==> src/sv/mptw_pkg.sv <==
// mptw_pkg: shared types and constants for the page table walker
// no dependencies; imported by every other file of the block
`timescale 1ns / 1ps

package mptw_pkg;

	// fixed field widths of the request and response beats
	localparam int VA_W     = 48;
	localparam int PA_W     = 18;
	localparam int STATUS_W = 2;

	// response status codes
	localparam logic [STATUS_W-1:0] STATUS_OK       = 2'd0;
	localparam logic [STATUS_W-1:0] STATUS_UNMAPPED = 2'd1;
	localparam logic [STATUS_W-1:0] STATUS_NOFRAME  = 2'd2;

	// operation decoded by the front end
	typedef enum logic {
		OP_TRANSLATE = 1'b0,
		OP_ALLOCATE  = 1'b1
	} op_t;

	// classified command held in the queue
	typedef struct packed {
		op_t             op;
		logic [VA_W-1:0] va;
	} cmd_t;

	// command beat between front, queue and back
	typedef struct packed {
		logic valid;
		cmd_t cmd;
	} cmd_beat_t;

	// walker sequencer states
	typedef enum logic [1:0] {
		WALK_CLEAR,
		WALK_IDLE,
		WALK_READ,
		WALK_CHECK
	} walk_state_t;

endpackage

==> src/sv/mptw_cmd_fifo.sv <==
// mptw_cmd_fifo: two-entry command queue between front and back end
// depends on mptw_pkg
`timescale 1ns / 1ps

module mptw_cmd_fifo
	import mptw_pkg::*;
(
	input  logic      clk,
	input  logic      arst_n,
	input  cmd_beat_t push,
	output logic      push_ready,
	output cmd_beat_t pop,
	input  logic      pop_ready
);

	cmd_t       slot_q [2];
	logic       wr_ptr_q;
	logic       rd_ptr_q;
	logic [1:0] count_q;
	logic       do_push;
	logic       do_pop;

	assign push_ready = (count_q != 2'd2);
	assign do_push    = push.valid & push_ready;
	assign do_pop     = pop.valid & pop_ready;

	// head of the queue
	always_comb begin
		pop.valid = (count_q != 2'd0);
		pop.cmd   = slot_q[rd_ptr_q];
	end

	// pointers and fill level
	always_ff @(posedge clk or negedge arst_n) begin
		if (!arst_n) begin
			wr_ptr_q <= 1'b0;
			rd_ptr_q <= 1'b0;
			count_q  <= 2'd0;
		end else begin
			if (do_push)
				wr_ptr_q <= ~wr_ptr_q;
			if (do_pop)
				rd_ptr_q <= ~rd_ptr_q;
			if (do_push && !do_pop)
				count_q <= count_q + 2'd1;
			else if (do_pop && !do_push)
				count_q <= count_q - 2'd1;
		end
	end

	// storage
	always_ff @(posedge clk) begin
		if (do_push)
			slot_q[wr_ptr_q] <= push.cmd;
	end

endmodule

==> config.mk <==
export PLATFORM = sky130hd
export DESIGN_NAME = mptw_cmd_fifo
export DESIGN_NICKNAME = d
export VERILOG_FILES = /design/src/sv/mptw_pkg.sv /design/src/sv/mptw_cmd_fifo.sv
export SDC_FILE = /design/constraint.sdc
export NUM_CORES = 1
export LEC_CHECK = 0
export BUFFER_PORTS_ARGS = -buffer_cell sky130_fd_sc_hd__buf_2
export CORE_MARGIN = 10
export CORE_UTILIZATION = 55
export DETAILED_ROUTE_END_ITERATION = 10
export HOLD_SLACK_MARGIN = 0.1
export PLACE_DENSITY = 0.83
export SYNTH_ARGS = -nofsm -noshare
export SYNTH_HDL_FRONTEND = slang
export SYNTH_SLANG_ARGS = --single-unit
export TNS_END_PERCENT = 50
==> constraint.sdc <==
create_clock -name clk -period 5.2 [get_ports clk]
set_input_delay 1.04 -clock clk [delete_from_list [all_inputs] [get_ports clk]]
set_output_delay 1.04 -clock clk [all_outputs]
set_load 0.02 [all_outputs]
After elaboration in Yosys (flattened, before gate mapping). Memory sizes are Yosys's and may differ from the RTL's. Index checks and enable logic that the tools add are counted.

Bitwise gates (word level): 4. Add/subtract/negate cells: 2. Equal/unequal tests: 1. Muxes and demuxes: 4. Reduce and logical (&&, ||, !) cells: 6.

Operator list (number): 2-bit two-way mux (2); 2-bit nonzero test (2); 2-bit by 1-bit adder with 2-bit output, second input constant (1); 1-bit bitwise AND (2); 1-bit logical AND (2); 1-bit logical NOT (2); 1-bit two-way mux (2); 2-bit inequality test, second input constant (1); 1-bit inverter (2); 2-bit by 1-bit subtractor with 2-bit output, second input constant (1).

Register bits: 4. Word-level logic and storage cells: 21. Memory bits (writable): 98. Output and inout port bits: 51. Memories kept: 1. Input port bits: 53.

Memories: slot_q (words 2, width 49, read ports 1, clocked after memory_dff 0, write ports 1, line mptw_cmd_fifo.sv:16) `cmd_t slot_q [2];`.

Depth between registers and ports, before layout. Gate-level depths: netlist (run 1).

Word-level depth: 6. Depth in mapped cells: 7. Mapped depth without buffers: 7.

Worst setup path before layout (run 1). OpenSTA, ideal clock, no wires.

Path type: input port to flip-flop. Start: input port push[49] in the netlist's numbering. End: memory slot_q[0][0] in the netlist's numbering (enable). Data required time: 4744 ps. Path slack: 1551 ps. Stages on the path: 2. Data arrival time: 3193 ps. Cells stage by stage: nand2_1 -> nor2_1.

Cells in the longest elaborated chain, start to end: 3.

RTL lines: start: declaration (line mptw_cmd_fifo.sv:10) `input cmd_beat_t push,`; 1-bit bitwise AND (line mptw_cmd_fifo.sv:24) `assign do_push = push.valid & push_ready;`; 1-bit two-way mux (line mptw_cmd_fifo.sv:53) `if (do_push)`; 1-bit two-way mux (implied by the code) (line mptw_cmd_fifo.sv:54) `slot_q[wr_ptr_q] <= push.cmd;`; end: declaration (line mptw_cmd_fifo.sv:16).

Every way passes these cells.

==> results of run 1 <==
==> stage by stage <==
stage / cells / hold WS, ps
floorplan: 171 / 456
global placement: 366 / 475
detailed placement: 366 / 499
CTS: 381 / 479
global route: 381 / 482
finish: 381 / 495
==> synthesized netlist by cell type, drive strengths merged <==
| library cell | number | share of area (%) |
|---|---|---|
| nor2 | 2 | 0.19 |
| xor2 | 2 | 0.44 |
| and3 | 1 | 0.16 |
| nand2 | 2 | 0.19 |
| edfxtp | 98 | 74 |
| nand2b | 1 | 0.16 |
| mux2 | 49 | 18 |
| dfrtp | 4 | 2.5 |
| xnor2 | 3 | 0.66 |
| inv | 1 | 0.094 |
| buf | 6 | 2.8 |
| or2 | 1 | 0.16 |
| ha | 1 | 0.31 |
==> cell type report <==
type	count	area [sq um]	share of cell area (%)
flip-flops and latches	102	3040	64.3
multi-input cells	62	835	17.6
inverters	1	3.75	0.0793
repair buffers	105	531	11.2
clock inverters	6	77.6	1.64
well taps	96	120	2.54
clock buffers	9	124	2.62
==> flip-flops by register name, indices dropped and copies added (netlist names) <==
register  count
slot_q       98
count_q       2
rd_ptr_q      1
wr_ptr_q      1
==> power breakdown <==
group | internal, W | switching, W
registers | 0.00113 | 0.000124
clock network | 0.000264 | 0.000241
logic | 0.000461 | 0.000523
==> how the worst min path moves through the flow <==
stage,startpoint,to,slack [ps],depth (start not counted)
final,arst_n,wr_ptr_q$_DFFE_PN0P_,500,1
after global routing,arst_n,rd_ptr_q$_DFFE_PN0P_,480,1
after CTS,arst_n,rd_ptr_q$_DFFE_PN0P_,480,1
after detailed placement,count_q[1]$_DFFE_PN0P_,count_q[1]$_DFFE_PN0P_,500,1
after global placement,count_q[1]$_DFFE_PN0P_,count_q[1]$_DFFE_PN0P_,470,1
after floorplan,count_q[1]$_DFFE_PN0P_,count_q[1]$_DFFE_PN0P_,460,1
==> layer usage <==
| layer | global-route usage [%] | up-vias | wire length [um] |
|---|---|---|---|
| li1 | - | 883 | - |
| met3 | 3.19 | 8 | 334 |
| met5 | 0 | - | 0 |
| met1 | 15.2 | 953 | 2870 |
| met4 | 5.88 | 0 | 104 |
| met2 | 22.8 | 55 | 3880 |
==> cells by family (layout without fill, tap and decap cells) <==
kind of cell | count (synthesis) | count (layout) | synth area share (%)
mux | 49 | 49 | 18.5
buf+inv | 7 | 121 | 2.89
simple gates | 7 | 7 | 0.848
fa+ha+maj | 1 | 1 | 0.314
xor+xnor | 5 | 5 | 1.10
flops | 102 | 102 | 76.4
==> worst max-delay path, delay by kind of cell (launching register included) <==
kind / cells / cell delay [ps]
muxes: 1 / 340
DFF: 1 / 1030
buffers and inverters: 2 / 640
==> reports/metrics.yaml, run 1 <==
status: "completed"
holdBufCountCts: 0
grt_usage_pct: 13.2
p_per_area_nw_per_um2: 579
root_buffer: "clkbuf_8"
ys_ff_latch: 102
path_max_fanout: 32
wl_mm: 7.20
vias_per_cell: 4.98
worst_slew_pin_slew_ps: 1140
area_growth_pct: 18.8
worstSkewPairLatency_ps: 340
slew_headroom_pct: 24.3
dr.pass1.iters: 4
ios: 104
vias: 1899
p_leak_nw: 1.93
ys_seq_area_share_pct: 76.4
critPathCaptureType: "output port"
endpoint: "pop[18]"
grt_pass1_wl_mm: 11.4
ff2ff_path_depth: 2
cpMaxStageDelayCell: "dfrtp_2"
clock-sinks: 102
crit_type: "reg -> out"
slew_violations: 0
antenna_found_initial: 0
dp_slack_ps: 2130
clkTransAtPathRegs_ps: 80
final_common_cell: "buf_2"
grt_start_max_net_pins: 50
placement.cell_area_sq_um: 4530
cts_max_level: 3
cts.repair.resized: 0
syn_nets: 225
drt_iter0_markers: 94
die_w_um: 105
dieArea_sq_um: 11000
postSynthCellCount: 171
core_area_sq_um: 6910
netlist_area_sq_um: 3980
most-common-layout-cells: "buf_2, edfxtp_1, mux2_4"
critPathLaunchType: "register"
gp_congestion: 0.721
postCtsSetupBuffers: 0
num_antenna_cells: 0
post-route-period-util_pct: 65.6
final_antenna_net_count: 0
peakVddDrop_mv: 0.245
start_util_pct: 57.7
finalSetupTns_ps: 0
design_area_sq_um: 4730
cts_inserted_buffers: 9
fin_crit_ps: 3410
synth_cell_type_count: 14
r2r_setup_slack_ps: 3220
num_rows: 30
cts.path.max_buffers: 2
layout.nets: 335
grt_overflow: 0
hold_class: "in -> async"
rsz0062_at_grt: "no"
cap_viol_max_count: 0
layout-drive-gt1-share_pct: 59.6
worstPathRequired_ps: 4160
syn_avg_cell_area_sq_um: 23.3
wl_per_cell_um: 18.9
cts_tree: "built"
max_stage_delay_ps: 1030
place_hpwl_mm: 5.08
setup-violations-final: 0
grt_pass1_vias: 2144
drcViolationCount: 0
fmax_mhz: 293
yosys_warnings: 0
finClkSkew_ps: 6.31
power.total_w: 0.00274
cp_cell_sequence: "buf_4 -> mux2_4 -> buf_2"
r2r-start: "count_q[0]$_DFFE_PN0P_"
die_h_um: 105
layout_setup_ws_ps: 1790
crit_arrival_ps: 2370
r2r-end: "slot_q[1][21]$_DFFE_PP_"
fillCellCount: 496
critPathLaunch: "rd_ptr_q$_DFFE_PN0P_"
port_buffers: 103
fin_util_pct: 68.6
hold_viol_final: 0
(Power assumes the default switching activity.)
==> run 2: changes to the inputs <==
--- a/config.mk
+++ b/config.mk
@@ -7,10 +7,10 @@
 export LEC_CHECK = 0
 export BUFFER_PORTS_ARGS = -buffer_cell sky130_fd_sc_hd__buf_2
 export CORE_MARGIN = 10
-export CORE_UTILIZATION = 55
+export CORE_UTILIZATION = 47
 export DETAILED_ROUTE_END_ITERATION = 10
 export HOLD_SLACK_MARGIN = 0.1
-export PLACE_DENSITY = 0.83
+export PLACE_DENSITY = 0.75
 export SYNTH_ARGS = -nofsm -noshare
 export SYNTH_HDL_FRONTEND = slang
 export SYNTH_SLANG_ARGS = --single-unit
==> constraint.sdc (replaced) <==
create_clock -name clk -period 2.89 [get_ports clk]
set_input_delay 0.578 -clock clk [delete_from_list [all_inputs] [get_ports clk]]
set_output_delay 0.578 -clock clk [all_outputs]
set_load 0.02 [all_outputs]
==> run 2 against run 1 <==
Worst hold slack got worse by 86 ps. Core utilization fell by 10 points. Global-route usage fell by 2.5 points. Sequential share of layout area fell by 0.45 points.
==> reports/metrics.yaml, run 2 (synthesis results as in run 1) <==
status: "completed"
fin_crit_ps: 2410
grt_usage_pct: 10.7
die_w_um: 112
final_common_cell: "buf_2"
cts_tree: "built"
p_leak_nw: 1.93
ios: 104
r2r-end: "slot_q[0][26]$_DFFE_PP_"
top_regs: "slot_q: 98 flops, count_q: 2 flops"
start_util_pct: 48.5
post-route-period-util_pct: 83.4
cts_max_level: 3
hold_class: "in -> reg"
cts.path.max_buffers: 2
postCtsSetupBuffers: 0
clockPowerShare_pct: 16.5
slew_violations: 0
placement.cell_area_sq_um: 4580
grt_start_max_net_pins: 50
die_h_um: 112
combPwrFrac_pct: 37.8
grt_pass1_wl_mm: 10.6
drt_iter0_markers: 121
port_buffers: 103
gp_congestion: 0.672
design_area_sq_um: 4770
p_per_area_nw_per_um2: 1010
final_antenna_net_count: 0
finalSetupTns_ps: 0
worst_slew_pin_slew_ps: 665
peakVddDrop_mv: 0.669
max_stage_delay_ps: 720
r2r_setup_slack_ps: 1140
fin_util_pct: 58.1
cp_cell_sequence: "buf_12 -> mux2_4 -> buf_2"
critPathCaptureType: "output port"
num_antenna_cells: 0
cap_viol_max_count: 0
crit_type: "reg -> out"
switchingPower_w: 0.00163
vias_per_cell: 4.71
hold_viol_final: 0
area_growth_pct: 19.8
finClkSkew_ps: 15.1
layout-drive-gt1-share_pct: 60.7
root_buffer: "clkbuf_8"
cpMaxStageDelayCell: "dfrtp_4"
dieArea_sq_um: 12600
grt_pass1_vias: 2074
path_max_fanout: 23
rsz0062_at_grt: "no"
p_seq_share_pct: 45.6
wl_mm: 6.83
most-common-layout-cells: "buf_2, edfxtp_1, mux2_4"
p_sw_share_pct: 33.7
endpoint: "pop[24]"
largest_reg_flops: 98
r2r-start: "count_q[0]$_DFFE_PN0P_"
p_int_w: 0.00320
dr.pass1.iters: 4
wl_per_cell_um: 17.3
critPathLaunch: "rd_ptr_q$_DFFE_PN0P_"
clock-sinks: 102
worstPathRequired_ps: 2310
setup-violations-final: 0
drcViolationCount: 0
crit_arrival_ps: 1830
top_register: "slot_q"
ff2ff_path_depth: 4
worstSkewPairLatency_ps: 350
slew_headroom_pct: 55.7
cts_inserted_buffers: 9
grt_overflow: 0
core_area_sq_um: 8220
layout.nets: 339
holdBufCountCts: 1
fmax_mhz: 415
cts.repair.resized: 0
place_hpwl_mm: 4.81
clkTransAtPathRegs_ps: 100
num_rows: 33
antenna_found_initial: 0
vias: 1859
critPathLaunchType: "register"
[run 2: power by group through the flow]
stage                     sequential (W)  combinational, W  clock [W]
after floorplan                  0.00214           0.00156          0
after global placement           0.00223           0.00186          0
after detailed placement         0.00225           0.00187          0
after CTS                        0.00221           0.00188   0.000840
after global routing             0.00224           0.00196   0.000901
final                            0.00221           0.00183   0.000800
[run 2: stage by stage]
stage	instances	setup slack, ps	hold WS [ps]	power (W)
floorplan	171	392	282	0.00369
global placement	378	843	389	0.00409
detailed placement	378	833	391	0.00412
CTS	395	429	386	0.00494
global route	395	390	376	0.00510
finish	395	479	409	0.00483
[run 2: worst min path at each step]
stage                  start                      end  slack, ps  cells after the start
CTS                 push[41]  slot_q[1][41]$_DFFE_PP_        390                      1
global placement      arst_n     wr_ptr_q$_DFFE_PN0P_        390                      1
global route         push[6]   slot_q[1][6]$_DFFE_PP_        380                      1
finish              push[22]  slot_q[0][22]$_DFFE_PP_        410                      1
floorplan             arst_n   count_q[0]$_DFFE_PN0P_        280                      0
detailed placement    arst_n     wr_ptr_q$_DFFE_PN0P_        390                      1
[run 2: metal layers]
| metal | global-route usage, % | vias up | part of all wire [%] |
|---|---|---|---|
| li1 | - | 891 | - |
| met1 | 11.5 | 903 | 38 |
| met2 | 18.4 | 61 | 54 |
| met3 | 4.31 | 4 | 6.7 |
| met4 | 4.15 | 0 | 1.2 |
| met5 | 0 | - | 0 |
[run 2: area by class of cell]
type | instances | area (sq um)
Clock inverter | 7 | 56.3
Fill cell | 639 | 3440
Clock buffer | 9 | 124
Inverter | 1 | 3.75
Timing Repair Buffer | 109 | 576
Tap cell | 105 | 131
Sequential cell | 102 | 3050
Multi-Input combinational cell | 62 | 835
[run 2: worst max-delay path: cells and delay by family, from the launching register on]
| kind | cells | cell delay (ps) |
|---|---|---|
| multiplexers | 1 | 320 |
| buffers and inverters | 2 | 430 |
| flip-flops | 1 | 720 |
==> run 3: changes to the inputs <==
--- a/config.mk
+++ b/config.mk
@@ -5,6 +5,7 @@
 export SDC_FILE = /design/constraint.sdc
 export NUM_CORES = 1
 export LEC_CHECK = 0
+export ABC_AREA = 1
 export BUFFER_PORTS_ARGS = -buffer_cell sky130_fd_sc_hd__buf_2
 export CORE_MARGIN = 10
 export CORE_UTILIZATION = 47
==> constraint.sdc (replaced) <==
create_clock -name clk -period 2.08 [get_ports clk]
set_input_delay 0.416 -clock clk [delete_from_list [all_inputs] [get_ports clk]]
set_output_delay 0.416 -clock clk [all_outputs]
set_load 0.02 [all_outputs]
==> run 3 against run 2 <==
Die area shrank 2.4%. Largest power group unchanged. Cell count grew 28%. Non-clock buffer count is the same. Highest routed layer unchanged. Worst setup slack lost 230 ps. Core utilization shrank 0.32 points. Routed wire length grew 7.3%. Register-to-register slack lost 530 ps. Sequential share of layout area grew 1.3 points. Clock skew shrank 7.9 ps.
==> reports/metrics.yaml, run 3 <==
gp_congestion: 0.734
syn_avg_cell_area_sq_um: 13.6
dr.pass1.iters: 5
crit_arrival_ps: 1420
grt_pass1_vias: 2387
place_hpwl_mm: 4.92
synth_edf_count: 98
fin_util_pct: 57.8
root_buffer: "clkbuf_8"
synth_top_family_by_area: "simple AND/OR/NAND/NOR gates"
start_util_pct: 47.8
final_common_cell: "nand2_1"
grt_usage_pct: 11.6
fillCellCount: 676
hold_class: "in -> reg"
most-common-layout-cells: "nand2_1, buf_2, edfxtp_1"
postCtsSetupBuffers: 0
rsz0062_at_grt: "no"
p_leak_nw: 2.03
setup-violations-final: 0
path_max_fanout: 50
finalSetupTns_ps: 0
vias: 2296
finClkSkew_ps: 7.23
dp_slack_ps: 605
synth-main-ff-cell: "edfxtp_1"
worstSkewPairLatency_ps: 340
status: "completed"
cts_inserted_buffers: 9
power.total_w: 0.00665
worst_slew_pin_slew_ps: 342
ios: 104
peakVddDrop_mv: 0.655
top_register: "slot_q"
synth_area_leaders: "edfxtp_1, nand2_1, dfrtp_1"
wl_per_cell_um: 14.5
layout_setup_ws_ps: 248
drcViolationCount: 0
port_buffers: 103
fmax_mhz: 546
die_w_um: 111
synthMostInstantiatedCell: "nand2_1"
synthMuxAreaShare_pct: 0
ys_ff_latch: 102
area_growth_pct: 20.9
dieArea_sq_um: 12300
wl_mm: 7.33
synth.top_cell.area_share_pct: 76.1
vias_per_cell: 4.55
design_area_sq_um: 4670
async_reset_ff_share_pct: 3.92
critPathLaunchType: "register"
clock-sinks: 102
postSynthCellCount: 285
synth_compound_area_share_pct: 0
final_antenna_net_count: 0
yosys.area_share.xor_xnor_pct: 0.647
top_regs: "slot_q: 98 flops, count_q: 2 flops"
syn_nets: 339
post-route-period-util_pct: 88.1
yosys_warnings: 0
hold_viol_final: 0
drt_iter0_markers: 74
fin_crit_ps: 1830
placement.cell_area_sq_um: 4500
slew_violations: 0
multiInputGateArea_sq_um: 696
slew_headroom_pct: 77.2
grt_overflow: 0
die_h_um: 111
core_area_sq_um: 8090
clkTransAtPathRegs_ps: 90
largest_reg_flops: 98
synth_fa_ha_area_share_pct: 0.324
synth_common_cells: "nand2_1, edfxtp_1, buf_4, buf_6"
layout.nets: 448
crit_type: "reg -> out"
num_rows: 33
worstPathRequired_ps: 1660
antenna_found_initial: 1
layout.area.seq_sq_um: 3040
cts_max_level: 3
cts_tree: "built"
netlist_area_sq_um: 3870
grt_start_max_net_pins: 51
layout-drive-gt1-share_pct: 33.6
grt_pass1_wl_mm: 11.6
critPathCaptureType: "output port"
cts.path.max_buffers: 2
synth_area_leader_cell: "edfxtp_1"
p_per_area_nw_per_um2: 1420
synth-simple-area-share_pct: 16.6
ys_seq_area_share_pct: 78.7
synth_cell_type_count: 18
cap_viol_max_count: 0
==> run 3: routing by layer <==
metal	wire length, um	vias up	track usage (%)
li1	-	1172	-
met1	2870	1036	12.7
met2	3750	82	19.3
met3	632	6	5.03
met4	65	0	5.12
met5	0	-	0
==> run 3: layout make-up <==
type | count | share of cell area [%]
flip-flops and latches | 102 | 65.1
multi-input cells | 165 | 14.9
inverters | 7 | 0.723
clock buffers | 11 | 2.81
well taps | 105 | 2.81
repair buffers | 109 | 12.8
diodes | 1 | 0.0535
clock inverters | 5 | 0.749
==> run 3: cells by family after synthesis <==
family / after synthesis
AND/OR/NAND/NOR: 162
adder cells (fa/ha/maj): 1
XOR/XNOR: 2
buffers and inverters: 18
flip-flops: 102
==> run 3: stage by stage <==
step                hold slack, ps  cells
detailed placement             231    487
global route                   228    504
floorplan                      120    285
finish                         252    505
global placement               230    487
CTS                            224    504
==> run 3: worst paths after layout <==
kind                                                 to  slack, ps              startpoint  cells after the start
worst min register to register   count_q[0]$_DFFE_PN0P_        530  count_q[0]$_DFFE_PN0P_                      1
min in group asynchronous        count_q[0]$_DFFE_PN0P_        420                  arst_n                      2
worst max register to register  slot_q[0][19]$_DFFE_PP_        610  count_q[0]$_DFFE_PN0P_                      5
worst max-delay path                            pop[17]        250    rd_ptr_q$_DFFE_PN0P_                      4
max in group asynchronous          rd_ptr_q$_DFFE_PN0P_       1520                  arst_n                      2
worst min-delay path             slot_q[1][3]$_DFFE_PP_        250                 push[3]                      1
==> run 3: timing repair <==
action | CTS | global route
gates resized for setup | 0 | 0
endpoints found under the setup margin | 0 | 0
hold buffers | 1 | 0
hold endpoints to repair | 4 | 0
==> run 3: worst max-delay path, cell delays in order (launching register included) <==
cell	delay, ps
dfrtp_2	470
inv_8	240
nand2_1	90
nand2_1	90
buf_2	170
==> run 3: power by group <==
group	switching, W	leakage [nW]	internal [W]
logic	0.00186	0.987	0.000792
registers	0.000143	0.958	0.00281
clock network	0.000619	0.0837	0.000439
